File: src/vac_pkg.sv
package vac_pkg;

    localparam int ACC_W      = 16;
    localparam int DIFF_W     = ACC_W + 1;
    localparam int SQ_W       = 2 * DIFF_W - 2;
    localparam int RAD_W      = SQ_W + 2;
    localparam int ROOT_W     = RAD_W / 2;
    localparam int MAG_W      = 17;
    localparam int SCORE_W    = 7;
    localparam int LEVEL_W    = 2;
    localparam int SUM_W      = 24;
    localparam int CAL_CNT_W  = 7;

    localparam int CAL_SAMPLES = 100;
    localparam int ROOT_CNT_W  = $clog2(ROOT_W);

    // |sum| of a full run stays below 2**22; the shift keeps the reciprocal exact there
    localparam int DIV_ABS_W   = SUM_W - 2;
    localparam int DIV_SHIFT   = 29;
    localparam int DIV_RECIP_W = DIV_SHIFT + 1;
    localparam int DIV_PROD_W  = DIV_ABS_W + DIV_RECIP_W;
    localparam logic [DIV_RECIP_W-1:0] DIV_RECIP =
        DIV_RECIP_W'((2**DIV_SHIFT + CAL_SAMPLES - 1) / CAL_SAMPLES);

    localparam logic [MAG_W-1:0] CAUTION_RESET = MAG_W'(1044);
    localparam logic [MAG_W-1:0] DANGER_RESET  = MAG_W'(2505);
    localparam logic [MAG_W-1:0] MAG_MAX       = {MAG_W{1'b1}};

    localparam logic [MAG_W-1:0]   SCORE_FLOOR = MAG_W'(41);
    localparam logic [SCORE_W-1:0] SCORE_BASE  = SCORE_W'(10);
    localparam logic [SCORE_W-1:0] SCORE_MAX   = SCORE_W'(90);
    localparam int NUM_STEPS = 53;
    localparam int IDX_W     = 6;

    localparam logic [MAG_W-1:0] SCORE_STEP [NUM_STEPS] = '{
        17'd137,    17'd425,    17'd733,    17'd1061,   17'd1412,
        17'd1786,   17'd2186,   17'd2613,   17'd3070,   17'd3557,
        17'd4077,   17'd4633,   17'd5226,   17'd5860,   17'd6537,
        17'd7260,   17'd8032,   17'd8857,   17'd9738,   17'd10679,
        17'd11683,  17'd12756,  17'd13902,  17'd15126,  17'd16433,
        17'd17829,  17'd19320,  17'd20912,  17'd22613,  17'd24429,
        17'd26369,  17'd28440,  17'd30653,  17'd33016,  17'd35539,
        17'd38234,  17'd41113,  17'd44187,  17'd47470,  17'd50977,
        17'd54721,  17'd58721,  17'd62993,  17'd67555,  17'd72427,
        17'd77630,  17'd83188,  17'd89123,  17'd95462,  17'd102232,
        17'd109462, 17'd117184, 17'd125431
    };

    typedef enum logic [LEVEL_W-1:0] {
        LVL_SAFE    = 2'd0,
        LVL_CAUTION = 2'd1,
        LVL_DANGER  = 2'd2
    } t_level;

    typedef enum logic {
        OP_CAL  = 1'b0,
        OP_MEAS = 1'b1
    } t_op;

    typedef enum logic {
        CFG_CAUTION = 1'b0,
        CFG_DANGER  = 1'b1
    } t_cfg_idx;

    typedef enum logic [3:0] {
        S_IDLE,
        S_DIV_INIT,
        S_DIV,
        S_BASE,
        S_SQUARE,
        S_SUM,
        S_ROOT,
        S_SCORE,
        S_DONE
    } t_state;

    typedef struct packed {
        logic cal_add;
        logic div_init;
        logic div_step;
        logic base_load;
        logic diff_load;
        logic sq_load;
    } t_lane_ctl;

    function automatic logic [MAG_W-1:0] score_step(input logic [IDX_W-1:0] idx);
        logic [MAG_W-1:0] v;
        v = MAG_MAX;
        if (idx < IDX_W'(NUM_STEPS)) begin
            v = SCORE_STEP[idx];
        end
        return v;
    endfunction

endpackage

File: src/vac_in_if.sv
interface vac_in_if;
    logic                              valid;
    logic                              ready;
    logic                              op;
    logic signed [vac_pkg::ACC_W-1:0]  acc_x;
    logic signed [vac_pkg::ACC_W-1:0]  acc_y;
    logic signed [vac_pkg::ACC_W-1:0]  acc_z;

    modport source (output valid, output op, output acc_x, output acc_y, output acc_z,
                    input ready);
    modport sink   (input valid, input op, input acc_x, input acc_y, input acc_z,
                    output ready);
endinterface

File: src/vac_out_if.sv
interface vac_out_if;
    logic                          valid;
    logic                          ready;
    logic [vac_pkg::LEVEL_W-1:0]   level;
    logic [vac_pkg::MAG_W-1:0]     magnitude;
    logic [vac_pkg::SCORE_W-1:0]   score_tenths;
    logic                          alert;
    logic                          baseline_ready;

    modport source (output valid, output level, output magnitude, output score_tenths,
                    output alert, output baseline_ready, input ready);
    modport sink   (input valid, input level, input magnitude, input score_tenths,
                    input alert, input baseline_ready, output ready);
endinterface

File: src/vibration_alarm_classifier_unit.sv
// Measurement transaction: square, sum, 17-step square root and 6-step score search, then
// the result is registered; a calibration transaction adds to the sums, and one that ends
// a run also runs the baseline division. A new transaction is accepted only after the last
// result is registered, and that waits while the output register is still full.
// Reset (synchronous, active low) clears sums, baselines, level history and restores
// thresholds to 1044 and 2505.
module vibration_alarm_classifier_unit (
    input  logic                           i_clk,
    input  logic                           i_rst_n,
    vac_in_if.sink                         i_in,
    vac_out_if.source                      o_out,
    input  logic                           i_cfg_we,
    input  logic                           i_cfg_idx,
    input  logic [vac_pkg::MAG_W-1:0]      i_cfg_data
);

    vac_pkg::t_state                  r_state, n_state;
    logic                             r_op, n_op;
    logic [vac_pkg::CAL_CNT_W-1:0]    r_cal_cnt, n_cal_cnt;
    logic                             r_ready_flag, n_ready_flag;
    vac_pkg::t_level                  r_last_level, n_last_level;
    logic [vac_pkg::MAG_W-1:0]        r_mag, n_mag;
    logic [vac_pkg::IDX_W-1:0]        r_cnt, n_cnt;
    logic [vac_pkg::IDX_W-1:0]        r_bit, n_bit;
    logic [vac_pkg::MAG_W-1:0]        r_caution;
    logic [vac_pkg::MAG_W-1:0]        r_danger;

    logic                             r_out_valid, n_out_valid;
    vac_pkg::t_level                  r_o_level, n_o_level;
    logic [vac_pkg::MAG_W-1:0]        r_o_mag, n_o_mag;
    logic [vac_pkg::SCORE_W-1:0]      r_o_score, n_o_score;
    logic                             r_o_alert, n_o_alert;
    logic                             r_o_bready, n_o_bready;

    vac_pkg::t_lane_ctl               w_ctl;
    logic [vac_pkg::SQ_W-1:0]         w_sq_x, w_sq_y, w_sq_z;
    logic                             w_root_start;
    logic [vac_pkg::RAD_W-1:0]        w_rad;
    logic [vac_pkg::ROOT_W-1:0]       w_root;
    logic                             w_root_done;
    logic                             w_accept;
    logic [vac_pkg::CAL_CNT_W:0]      w_cal_next;
    logic [vac_pkg::IDX_W-1:0]        w_cand;
    logic                             w_take;
    vac_pkg::t_level                  w_level;
    logic                             w_alert;
    logic [vac_pkg::SCORE_W-1:0]      w_score_raw;
    logic [vac_pkg::SCORE_W-1:0]      w_score;

    vac_lane u_lane_x (.i_clk(i_clk), .i_rst_n(i_rst_n), .i_ctl(w_ctl),
                       .i_acc(i_in.acc_x), .o_sq(w_sq_x));
    vac_lane u_lane_y (.i_clk(i_clk), .i_rst_n(i_rst_n), .i_ctl(w_ctl),
                       .i_acc(i_in.acc_y), .o_sq(w_sq_y));
    vac_lane u_lane_z (.i_clk(i_clk), .i_rst_n(i_rst_n), .i_ctl(w_ctl),
                       .i_acc(i_in.acc_z), .o_sq(w_sq_z));

    assign w_rad = vac_pkg::RAD_W'(w_sq_x) + vac_pkg::RAD_W'(w_sq_y)
                 + vac_pkg::RAD_W'(w_sq_z);

    vac_isqrt u_isqrt (
        .i_clk   (i_clk),
        .i_rst_n (i_rst_n),
        .i_start (w_root_start),
        .i_rad   (w_rad),
        .o_root  (w_root),
        .o_done  (w_root_done)
    );

    assign i_in.ready           = (r_state == vac_pkg::S_IDLE);
    assign w_accept             = i_in.valid && (r_state == vac_pkg::S_IDLE);
    assign o_out.valid          = r_out_valid;
    assign o_out.level          = r_o_level;
    assign o_out.magnitude      = r_o_mag;
    assign o_out.score_tenths   = r_o_score;
    assign o_out.alert          = r_o_alert;
    assign o_out.baseline_ready = r_o_bready;

    assign w_cal_next = {1'b0, r_cal_cnt} + 1'b1;

    // binary search for the number of score steps at or below the magnitude
    assign w_cand = r_cnt | r_bit;
    assign w_take = (w_cand <= vac_pkg::IDX_W'(vac_pkg::NUM_STEPS))
                 && (r_mag >= vac_pkg::score_step(w_cand - 1'b1));

    always_comb begin
        if (r_mag < r_caution) begin
            w_level = vac_pkg::LVL_SAFE;
        end else if (r_mag < r_danger) begin
            w_level = vac_pkg::LVL_CAUTION;
        end else begin
            w_level = vac_pkg::LVL_DANGER;
        end
    end

    assign w_alert = ((w_level == vac_pkg::LVL_CAUTION) && (r_last_level == vac_pkg::LVL_SAFE))
                  || ((w_level == vac_pkg::LVL_DANGER) && (r_last_level != vac_pkg::LVL_DANGER));
    assign w_score_raw = vac_pkg::SCORE_BASE + vac_pkg::SCORE_W'(r_cnt);
    assign w_score = (r_mag < vac_pkg::SCORE_FLOOR) ? '0
                   : (w_score_raw > vac_pkg::SCORE_MAX) ? vac_pkg::SCORE_MAX : w_score_raw;

    always_comb begin
        n_state      = r_state;
        n_op         = r_op;
        n_cal_cnt    = r_cal_cnt;
        n_ready_flag = r_ready_flag;
        n_last_level = r_last_level;
        n_mag        = r_mag;
        n_cnt        = r_cnt;
        n_bit        = r_bit;
        n_out_valid  = r_out_valid && !o_out.ready;
        n_o_level    = r_o_level;
        n_o_mag      = r_o_mag;
        n_o_score    = r_o_score;
        n_o_alert    = r_o_alert;
        n_o_bready   = r_o_bready;
        w_ctl        = '0;
        w_root_start = 1'b0;

        case (r_state)
            vac_pkg::S_IDLE: begin
                if (w_accept) begin
                    n_op = i_in.op;
                    if (i_in.op == vac_pkg::OP_CAL) begin
                        w_ctl.cal_add = 1'b1;
                        if (w_cal_next >= (vac_pkg::CAL_CNT_W+1)'(vac_pkg::CAL_SAMPLES)) begin
                            n_cal_cnt = '0;
                            n_state   = vac_pkg::S_DIV_INIT;
                        end else begin
                            n_cal_cnt = w_cal_next[vac_pkg::CAL_CNT_W-1:0];
                            n_state   = vac_pkg::S_DONE;
                        end
                    end else begin
                        w_ctl.diff_load = 1'b1;
                        n_state         = vac_pkg::S_SQUARE;
                    end
                end
            end
            vac_pkg::S_DIV_INIT: begin
                w_ctl.div_init = 1'b1;
                n_state        = vac_pkg::S_DIV;
            end
            vac_pkg::S_DIV: begin
                w_ctl.div_step = 1'b1;
                n_state        = vac_pkg::S_BASE;
            end
            vac_pkg::S_BASE: begin
                w_ctl.base_load = 1'b1;
                n_ready_flag    = 1'b1;
                n_state         = vac_pkg::S_DONE;
            end
            vac_pkg::S_SQUARE: begin
                w_ctl.sq_load = 1'b1;
                n_state       = vac_pkg::S_SUM;
            end
            vac_pkg::S_SUM: begin
                w_root_start = 1'b1;
                n_state      = vac_pkg::S_ROOT;
            end
            vac_pkg::S_ROOT: begin
                if (w_root_done) begin
                    n_mag   = vac_pkg::MAG_W'(w_root);
                    n_cnt   = '0;
                    n_bit   = {1'b1, {(vac_pkg::IDX_W-1){1'b0}}};
                    n_state = vac_pkg::S_SCORE;
                end
            end
            vac_pkg::S_SCORE: begin
                if (w_take) begin
                    n_cnt = w_cand;
                end
                n_bit = r_bit >> 1;
                if (r_bit[0]) begin
                    n_state = vac_pkg::S_DONE;
                end
            end
            vac_pkg::S_DONE: begin
                // hold until the output register is free
                if (!r_out_valid || o_out.ready) begin
                    n_out_valid = 1'b1;
                    n_o_bready  = r_ready_flag;
                    if (r_op == vac_pkg::OP_MEAS) begin
                        n_o_level    = w_level;
                        n_o_mag      = r_mag;
                        n_o_score    = w_score;
                        n_o_alert    = w_alert;
                        n_last_level = w_level;
                    end else begin
                        n_o_level = vac_pkg::LVL_SAFE;
                        n_o_mag   = '0;
                        n_o_score = '0;
                        n_o_alert = 1'b0;
                    end
                    n_state = vac_pkg::S_IDLE;
                end
            end
            default: begin
                n_state = vac_pkg::S_IDLE;
            end
        endcase
    end

    always_ff @(posedge i_clk) begin
        if (!i_rst_n) begin
            r_state      <= vac_pkg::S_IDLE;
            r_cal_cnt    <= '0;
            r_ready_flag <= 1'b0;
            r_last_level <= vac_pkg::LVL_SAFE;
            r_out_valid  <= 1'b0;
        end else begin
            r_state      <= n_state;
            r_cal_cnt    <= n_cal_cnt;
            r_ready_flag <= n_ready_flag;
            r_last_level <= n_last_level;
            r_out_valid  <= n_out_valid;
        end
    end

    always_ff @(posedge i_clk) begin
        r_op       <= n_op;
        r_mag      <= n_mag;
        r_cnt      <= n_cnt;
        r_bit      <= n_bit;
        r_o_level  <= n_o_level;
        r_o_mag    <= n_o_mag;
        r_o_score  <= n_o_score;
        r_o_alert  <= n_o_alert;
        r_o_bready <= n_o_bready;
    end

    always_ff @(posedge i_clk) begin
        if (!i_rst_n) begin
            r_caution <= vac_pkg::CAUTION_RESET;
            r_danger  <= vac_pkg::DANGER_RESET;
        end else if (i_cfg_we) begin
            case (vac_pkg::t_cfg_idx'(i_cfg_idx))
                vac_pkg::CFG_CAUTION: r_caution <= i_cfg_data;
                vac_pkg::CFG_DANGER:  r_danger  <= i_cfg_data;
                default: begin
                end
            endcase
        end
    end

endmodule

File: src/vac_lane.sv
module vac_lane (
    input  logic                              i_clk,
    input  logic                              i_rst_n,
    input  vac_pkg::t_lane_ctl                i_ctl,
    input  logic signed [vac_pkg::ACC_W-1:0]  i_acc,
    output logic [vac_pkg::SQ_W-1:0]          o_sq
);

    logic signed [vac_pkg::SUM_W-1:0]      r_sum;
    logic signed [vac_pkg::ACC_W-1:0]      r_base;
    logic signed [vac_pkg::DIFF_W-1:0]     r_diff;
    logic [vac_pkg::SQ_W-1:0]              r_sq;
    logic [vac_pkg::DIV_ABS_W-1:0]         r_dabs;
    logic [vac_pkg::ACC_W-1:0]             r_dq;
    logic                                  r_dneg;

    logic signed [2*vac_pkg::DIFF_W-1:0]   w_prod;
    logic [vac_pkg::SUM_W-1:0]             w_abs;
    logic [vac_pkg::DIV_PROD_W-1:0]        w_quot;
    logic signed [vac_pkg::ACC_W-1:0]      w_qlo;
    logic signed [vac_pkg::ACC_W-1:0]      n_base;

    assign w_prod = r_diff * r_diff;
    assign w_abs  = r_sum[vac_pkg::SUM_W-1] ? vac_pkg::SUM_W'(-r_sum)
                                            : vac_pkg::SUM_W'(r_sum);
    assign w_quot = vac_pkg::DIV_PROD_W'(r_dabs) * vac_pkg::DIV_PROD_W'(vac_pkg::DIV_RECIP);
    assign w_qlo  = r_dq;
    assign n_base = r_dneg ? -w_qlo : w_qlo;
    assign o_sq   = r_sq;

    always_ff @(posedge i_clk) begin
        if (!i_rst_n) begin
            r_sum  <= '0;
            r_base <= '0;
        end else begin
            if (i_ctl.cal_add) begin
                r_sum <= r_sum + vac_pkg::SUM_W'(i_acc);
            end
            if (i_ctl.base_load) begin
                r_sum  <= '0;
                r_base <= n_base;
            end
        end
    end

    // divide |sum| by the sample count with a scaled reciprocal, then restore the sign
    always_ff @(posedge i_clk) begin
        if (i_ctl.diff_load) begin
            r_diff <= vac_pkg::DIFF_W'(i_acc) - vac_pkg::DIFF_W'(r_base);
        end
        if (i_ctl.sq_load) begin
            r_sq <= w_prod[vac_pkg::SQ_W-1:0];
        end
        if (i_ctl.div_init) begin
            r_dneg <= r_sum[vac_pkg::SUM_W-1];
            r_dabs <= w_abs[vac_pkg::DIV_ABS_W-1:0];
        end
        if (i_ctl.div_step) begin
            r_dq <= w_quot[vac_pkg::DIV_SHIFT +: vac_pkg::ACC_W];
        end
    end

endmodule

File: src/vac_isqrt.sv
module vac_isqrt (
    input  logic                          i_clk,
    input  logic                          i_rst_n,
    input  logic                          i_start,
    input  logic [vac_pkg::RAD_W-1:0]     i_rad,
    output logic [vac_pkg::ROOT_W-1:0]    o_root,
    output logic                          o_done
);

    localparam int REM_W = vac_pkg::ROOT_W + 2;

    logic                              r_busy;
    logic                              r_done;
    logic [vac_pkg::ROOT_CNT_W-1:0]    r_cnt;
    logic [vac_pkg::RAD_W-1:0]         r_rad;
    logic [REM_W-1:0]                  r_rem;
    logic [vac_pkg::ROOT_W-1:0]        r_root;

    logic [REM_W+1:0]                  w_rsh;
    logic [REM_W+1:0]                  w_trial;
    logic                              w_ge;

    assign w_rsh   = {r_rem, r_rad[vac_pkg::RAD_W-1 -: 2]};
    assign w_trial = {2'b00, r_root, 2'b01};
    assign w_ge    = (w_rsh >= w_trial);
    assign o_root  = r_root;
    assign o_done  = r_done;

    always_ff @(posedge i_clk) begin
        if (!i_rst_n) begin
            r_busy <= 1'b0;
            r_done <= 1'b0;
        end else begin
            r_done <= 1'b0;
            if (i_start) begin
                r_busy <= 1'b1;
            end else if (r_busy && r_cnt == vac_pkg::ROOT_CNT_W'(vac_pkg::ROOT_W - 1)) begin
                r_busy <= 1'b0;
                r_done <= 1'b1;
            end
        end
    end

    // one root bit per cycle, two radicand bits consumed per step
    always_ff @(posedge i_clk) begin
        if (i_start) begin
            r_rad  <= i_rad;
            r_rem  <= '0;
            r_root <= '0;
            r_cnt  <= '0;
        end else if (r_busy) begin
            r_rad  <= {r_rad[vac_pkg::RAD_W-3:0], 2'b00};
            r_rem  <= w_ge ? REM_W'(w_rsh - w_trial) : REM_W'(w_rsh);
            r_root <= {r_root[vac_pkg::ROOT_W-2:0], w_ge};
            r_cnt  <= r_cnt + 1'b1;
        end
    end

endmodule

File: src/flat_wrapper.sv
// flat-port wrapper written by rule: the top's interface ports become plain ports
module vibration_alarm_classifier_unit_flat 
  (i_clk, i_rst_n, i_cfg_we, i_cfg_idx, i_cfg_data, i_in_valid, i_in_op, i_in_acc_x, i_in_acc_y, i_in_acc_z, i_in_ready, o_out_valid, o_out_level, o_out_magnitude, o_out_score_tenths, o_out_alert, o_out_baseline_ready, o_out_ready);
  vac_in_if i_in_i ();
  vac_out_if o_out_i ();
  input  logic i_clk;
  input  logic i_rst_n;
  input  logic i_cfg_we;
  input  logic i_cfg_idx;
  input  logic [vac_pkg::MAG_W-1:0] i_cfg_data;
  input wire logic [$bits(i_in_i.valid)-1:0] i_in_valid;
  input wire logic [$bits(i_in_i.op)-1:0] i_in_op;
  input wire logic [$bits(i_in_i.acc_x)-1:0] i_in_acc_x;
  input wire logic [$bits(i_in_i.acc_y)-1:0] i_in_acc_y;
  input wire logic [$bits(i_in_i.acc_z)-1:0] i_in_acc_z;
  output wire logic [$bits(i_in_i.ready)-1:0] i_in_ready;
  output wire logic [$bits(o_out_i.valid)-1:0] o_out_valid;
  output wire logic [$bits(o_out_i.level)-1:0] o_out_level;
  output wire logic [$bits(o_out_i.magnitude)-1:0] o_out_magnitude;
  output wire logic [$bits(o_out_i.score_tenths)-1:0] o_out_score_tenths;
  output wire logic [$bits(o_out_i.alert)-1:0] o_out_alert;
  output wire logic [$bits(o_out_i.baseline_ready)-1:0] o_out_baseline_ready;
  input wire logic [$bits(o_out_i.ready)-1:0] o_out_ready;
  assign i_in_i.valid = i_in_valid;
  assign i_in_i.op = i_in_op;
  assign i_in_i.acc_x = i_in_acc_x;
  assign i_in_i.acc_y = i_in_acc_y;
  assign i_in_i.acc_z = i_in_acc_z;
  assign i_in_ready = i_in_i.ready;
  assign o_out_valid = o_out_i.valid;
  assign o_out_level = o_out_i.level;
  assign o_out_magnitude = o_out_i.magnitude;
  assign o_out_score_tenths = o_out_i.score_tenths;
  assign o_out_alert = o_out_i.alert;
  assign o_out_baseline_ready = o_out_i.baseline_ready;
  assign o_out_i.ready = o_out_ready;
  vibration_alarm_classifier_unit u_core (.i_clk(i_clk), .i_rst_n(i_rst_n), .i_in(i_in_i), .o_out(o_out_i), .i_cfg_we(i_cfg_we), .i_cfg_idx(i_cfg_idx), .i_cfg_data(i_cfg_data));
endmodule
File: config.mk
export PLATFORM = sky130hd
export DESIGN_NAME = vibration_alarm_classifier_unit_flat
export DESIGN_NICKNAME = d
export VERILOG_FILES = /design/src/vac_pkg.sv /design/src/vac_in_if.sv /design/src/vac_out_if.sv /design/src/vibration_alarm_classifier_unit.sv /design/src/vac_lane.sv /design/src/vac_isqrt.sv /design/src/flat_wrapper.sv
export SDC_FILE = /design/constraint.sdc
export NUM_CORES = 2
export LEC_CHECK = 0
export BUFFER_PORTS_ARGS = -buffer_cell sky130_fd_sc_hd__clkbuf_2
export CAP_MARGIN = 40
export CORE_ASPECT_RATIO = 0.5
export CORE_MARGIN = 3
export CORE_UTILIZATION = 52
export DETAILED_ROUTE_END_ITERATION = 8
export GPL_ROUTABILITY_DRIVEN = 0
export PLACE_DENSITY_LB_ADDON = 0.25
export RECOVER_POWER = 50
export SYNTH_ARGS = -nofsm -noshare
export SYNTH_HDL_FRONTEND = slang
export SYNTH_SLANG_ARGS = --single-unit
File: constraint.sdc
create_clock -name i_clk -period 10 [get_ports i_clk]
set_input_delay 1 -clock i_clk [delete_from_list [all_inputs] [get_ports i_clk]]
set_output_delay 1 -clock i_clk [all_outputs]
set_load 0.01 [all_outputs]
==> impl_metrics.yaml <==
logic_synthesis:
  muxShareOfSynthArea_pct: 0.428
  netlist_instances: 8837
  synth_simple_gate_area_share_pct: 9.87
  synth.avg_cell_area_um2: 9.67
  ys_types: 102
  ys_seq_elements: 565
  synthArstFlopShare_pct: 0
  synthXorXnorAreaFrac_pct: 4.54
  synth_edf_count: 353
  synthAdderAreaFrac_pct: 48.8
  syn_nets: 11500
  synth_compound_area_share_pct: 9.11
  synth_top_family_by_area: "adder cells"
  synth-seq-area-share_pct: 17.4
  netlist_area_um2: 85400
  synth_flop_cell: "edfxtp_1"
  yosysWarnings: 0
placement:
  hpwl_mm: 160
  port-buffer-count: 101
die:
  rows: 104
  die_h_um: 293
  core-area_um2: 162000
  die_x_um: 579
  dieArea_um2: 170000
  ios: 102
  start_util_pct: 52.7
clock_network:
  clk_pin_slew_ns: 0.07
  hold_buffers: 0
  cts_max_level: 2
  cts_made_buffers: 58
  root_buffer: "clkbuf_16"
  cts.sinks: 565
  cts_tree: "built"
  cts_resized: 0
  clockBufferDepth: 3
  clk_latency_ns: 0.69
  cts_setup_buffers: 0
run:
  cap_violations: 10
sta:
  maxSlewHeadroom_pct: -134
  fmax_mhz: 139
  setup_viol: 0
  worst_pin_slew_ns: 3.51
  rsz0062_at_grt: "no"
  hold_viol_final: 0
  slew_violations: 470
  min_period_over_period_pct: 72.0
  skew_ns: 0.0314
  fin_tns_setup_ns: 0
  min_period_ns: 7.20
cells_and_area:
  num_antenna_cells: 0
  layout.nets: 11500
  fillers: 14400
  area_growth_pct: 5.65
  final_layout_size_suffix_gt1_share_pct: 3.23
detailed_routing:
  drc: 0
  routed_wirelength_mm: 191
  drtPass1Iterations: 7
  ant_nets: 0
  viasPerCell: 5.28
  vias: 58500
  drt_iter0_drc: 3605
  wire_per_inst_um: 17.2
global_route:
  gr-total-overflow: 0
  grt_pass1_vias: 61200
  grt_first_pass_wirelength_mm: 321
  antenna_found_initial: 4
  track_usage_pct: 23.5
  grt_max_degree: 67
setup_path:
  cp.required_ns: 10.41
  crit_top_cell: "fa_1"
  slowest_delay_ns: 0.57
  cp_num_buf_inv: 4
  critPathMaxFanout: 8
  cp.arrival_ns: 7.61
  crit_chain: "ha_1, inv_1, fa_1, fa_1, inv_1, fa_1, fa_1, fa_1, inv_1, fa_1, inv_1, ha_1, a21o_1, a21oi_1, and3_1, o311ai_0, a21bo_2, o211ai_2, a21oi_2, a41o_1, or4_4, a31oi_4, xnor2_1"
  cp-start-kind: "flop"
  path_class: "flop to flop"
  reg2reg_depth: 23
  crit_family: "adder cells"
  cp_slowest_cell: "edfxtp_1"
  cp_num_cells: 23
  r2r_slack_ns: 2.80
  end_kind: "flop"
run_status:
  violations: "max-capacitance violations, max-slew violations"
  status: "finished with violations"
hold_path:
  holdPathStages: 0
  hold_class: "flop to flop"
[flip-flops by register name (all words and copies together) (netlist names), 17 cells and up]
name	count
u_core.u_lane_z.r_dabs	22
u_core.u_lane_z.o_sq	31
u_core.u_isqrt.r_rem	19
u_core.u_lane_z.r_sum	24
u_core.u_lane_x.r_diff	17
u_core.u_lane_z.r_diff	17
u_core.u_lane_x.r_sum	24
u_core.r_mag	17
u_core.o_out.magnitude	17
u_core.r_caution	17
u_core.u_lane_y.o_sq	31
u_core.r_danger	17
u_core.u_lane_x.o_sq	31
u_core.u_lane_y.r_dabs	22
u_core.u_isqrt.o_root	17
u_core.u_lane_x.r_dabs	22
u_core.u_isqrt.r_rad	34
u_core.u_lane_y.r_sum	24
u_core.u_lane_y.r_diff	17
[placed cells by master, fill, tap and decap left out, drive strengths merged, types with 81 or more instances in the layout]
cell type	netlist	layout
o21ai	293	293
a21o	113	113
nand2	697	697
inv	2059	2066
nand3	81	81
xnor2	320	320
xor2	123	123
fa	1309	1309
and2	196	196
nor2	390	390
dfxtp	212	212
edfxtp	353	353
a21oi	369	369
clkbuf	174	185
ha	1238	1238
[final timing paths]
path                                                           start                                     to
worst max-delay path            u_core.u_lane_y.r_dabs[15]$_DFFE_PP_     u_core.u_lane_y.r_dq[15]$_DFFE_PP_
worst min-delay path                u_core.r_ready_flag$_SDFFE_PN0P_  u_core.o_out.baseline_ready$_DFFE_PP_
worst max register to register  u_core.u_lane_y.r_dabs[15]$_DFFE_PP_     u_core.u_lane_y.r_dq[15]$_DFFE_PP_
worst min register to register      u_core.r_ready_flag$_SDFFE_PN0P_  u_core.o_out.baseline_ready$_DFFE_PP_
[through the flow]
| step | hold slack [ns] | utilization [%] | setup WS [ns] | area (µm²) | cells |
|---|---|---|---|---|---|
| floorplan | 0.409 | - | 2.49 | 85400 | 8837 |
| detailed placement | 0.437 | 54.6 | 2.80 | 88400 | 11000 |
| global route | 0.454 | 55.7 | 2.23 | 90300 | 11100 |
| global placement | 0.421 | 54.5 | 2.94 | 88300 | 11000 |
| finish | 0.444 | 55.7 | 2.80 | 90300 | 11100 |
| CTS | 0.449 | 55.8 | 2.79 | 90400 | 11100 |
[cells by family after synthesis]
| kind of cell | count (synthesis) |
|---|---|
| xor gates and xnor gates | 443 |
| muxes | 36 |
| adders and majority gates | 2547 |
| and+or+nand+nor | 1796 |
| DFF | 565 |
| buffers and inverters | 2248 |
| AOI/OAI and AO/OA | 1202 |
[cell usage after synthesis, types with 123 or more instances]
library cell / n / area, µm²
dfxtp_1: 212 / 4240
edfxtp_1: 353 / 10600
xnor2_1: 320 / 2800
fa_1: 1309 / 26200
ha_1: 1238 / 15500
nand2_1: 697 / 2620
nor2_1: 390 / 1460
inv_1: 2058 / 7720
o21ai_0: 265 / 1330
clkbuf_1: 174 / 653
xor2_1: 123 / 1080
and2_1: 194 / 1210
a21oi_1: 363 / 1820
[area by class of cell]
| cell class | instances | area, µm² | share of cell area, % |
|---|---|---|---|
| Sequential cell | 565 | 14800 | 16.4 |
| Inverter | 2061 | 7740 | 8.57 |
| Timing Repair Buffer | 144 | 786 | 0.870 |
| Clock inverter | 38 | 362 | 0.401 |
| Multi-Input combinational cell | 6024 | 62200 | 69.0 |
| Tap cell | 2173 | 2720 | 3.01 |
| Clock buffer | 72 | 1580 | 1.75 |
[layer usage]
metal | vias up | track usage, % | share of wire [%]
li1 | 28200 | - | -
met1 | 28800 | 34.3 | 47
met2 | 1218 | 37.7 | 45
met3 | 230 | 3.13 | 5.3
met4 | 2 | 4.54 | 2.1
met5 | - | 0 | 0.0068
Power is left out: the tool's default activity adds up to more than one toggle a clock period on the data nets, which glitch-free logic cannot reach.
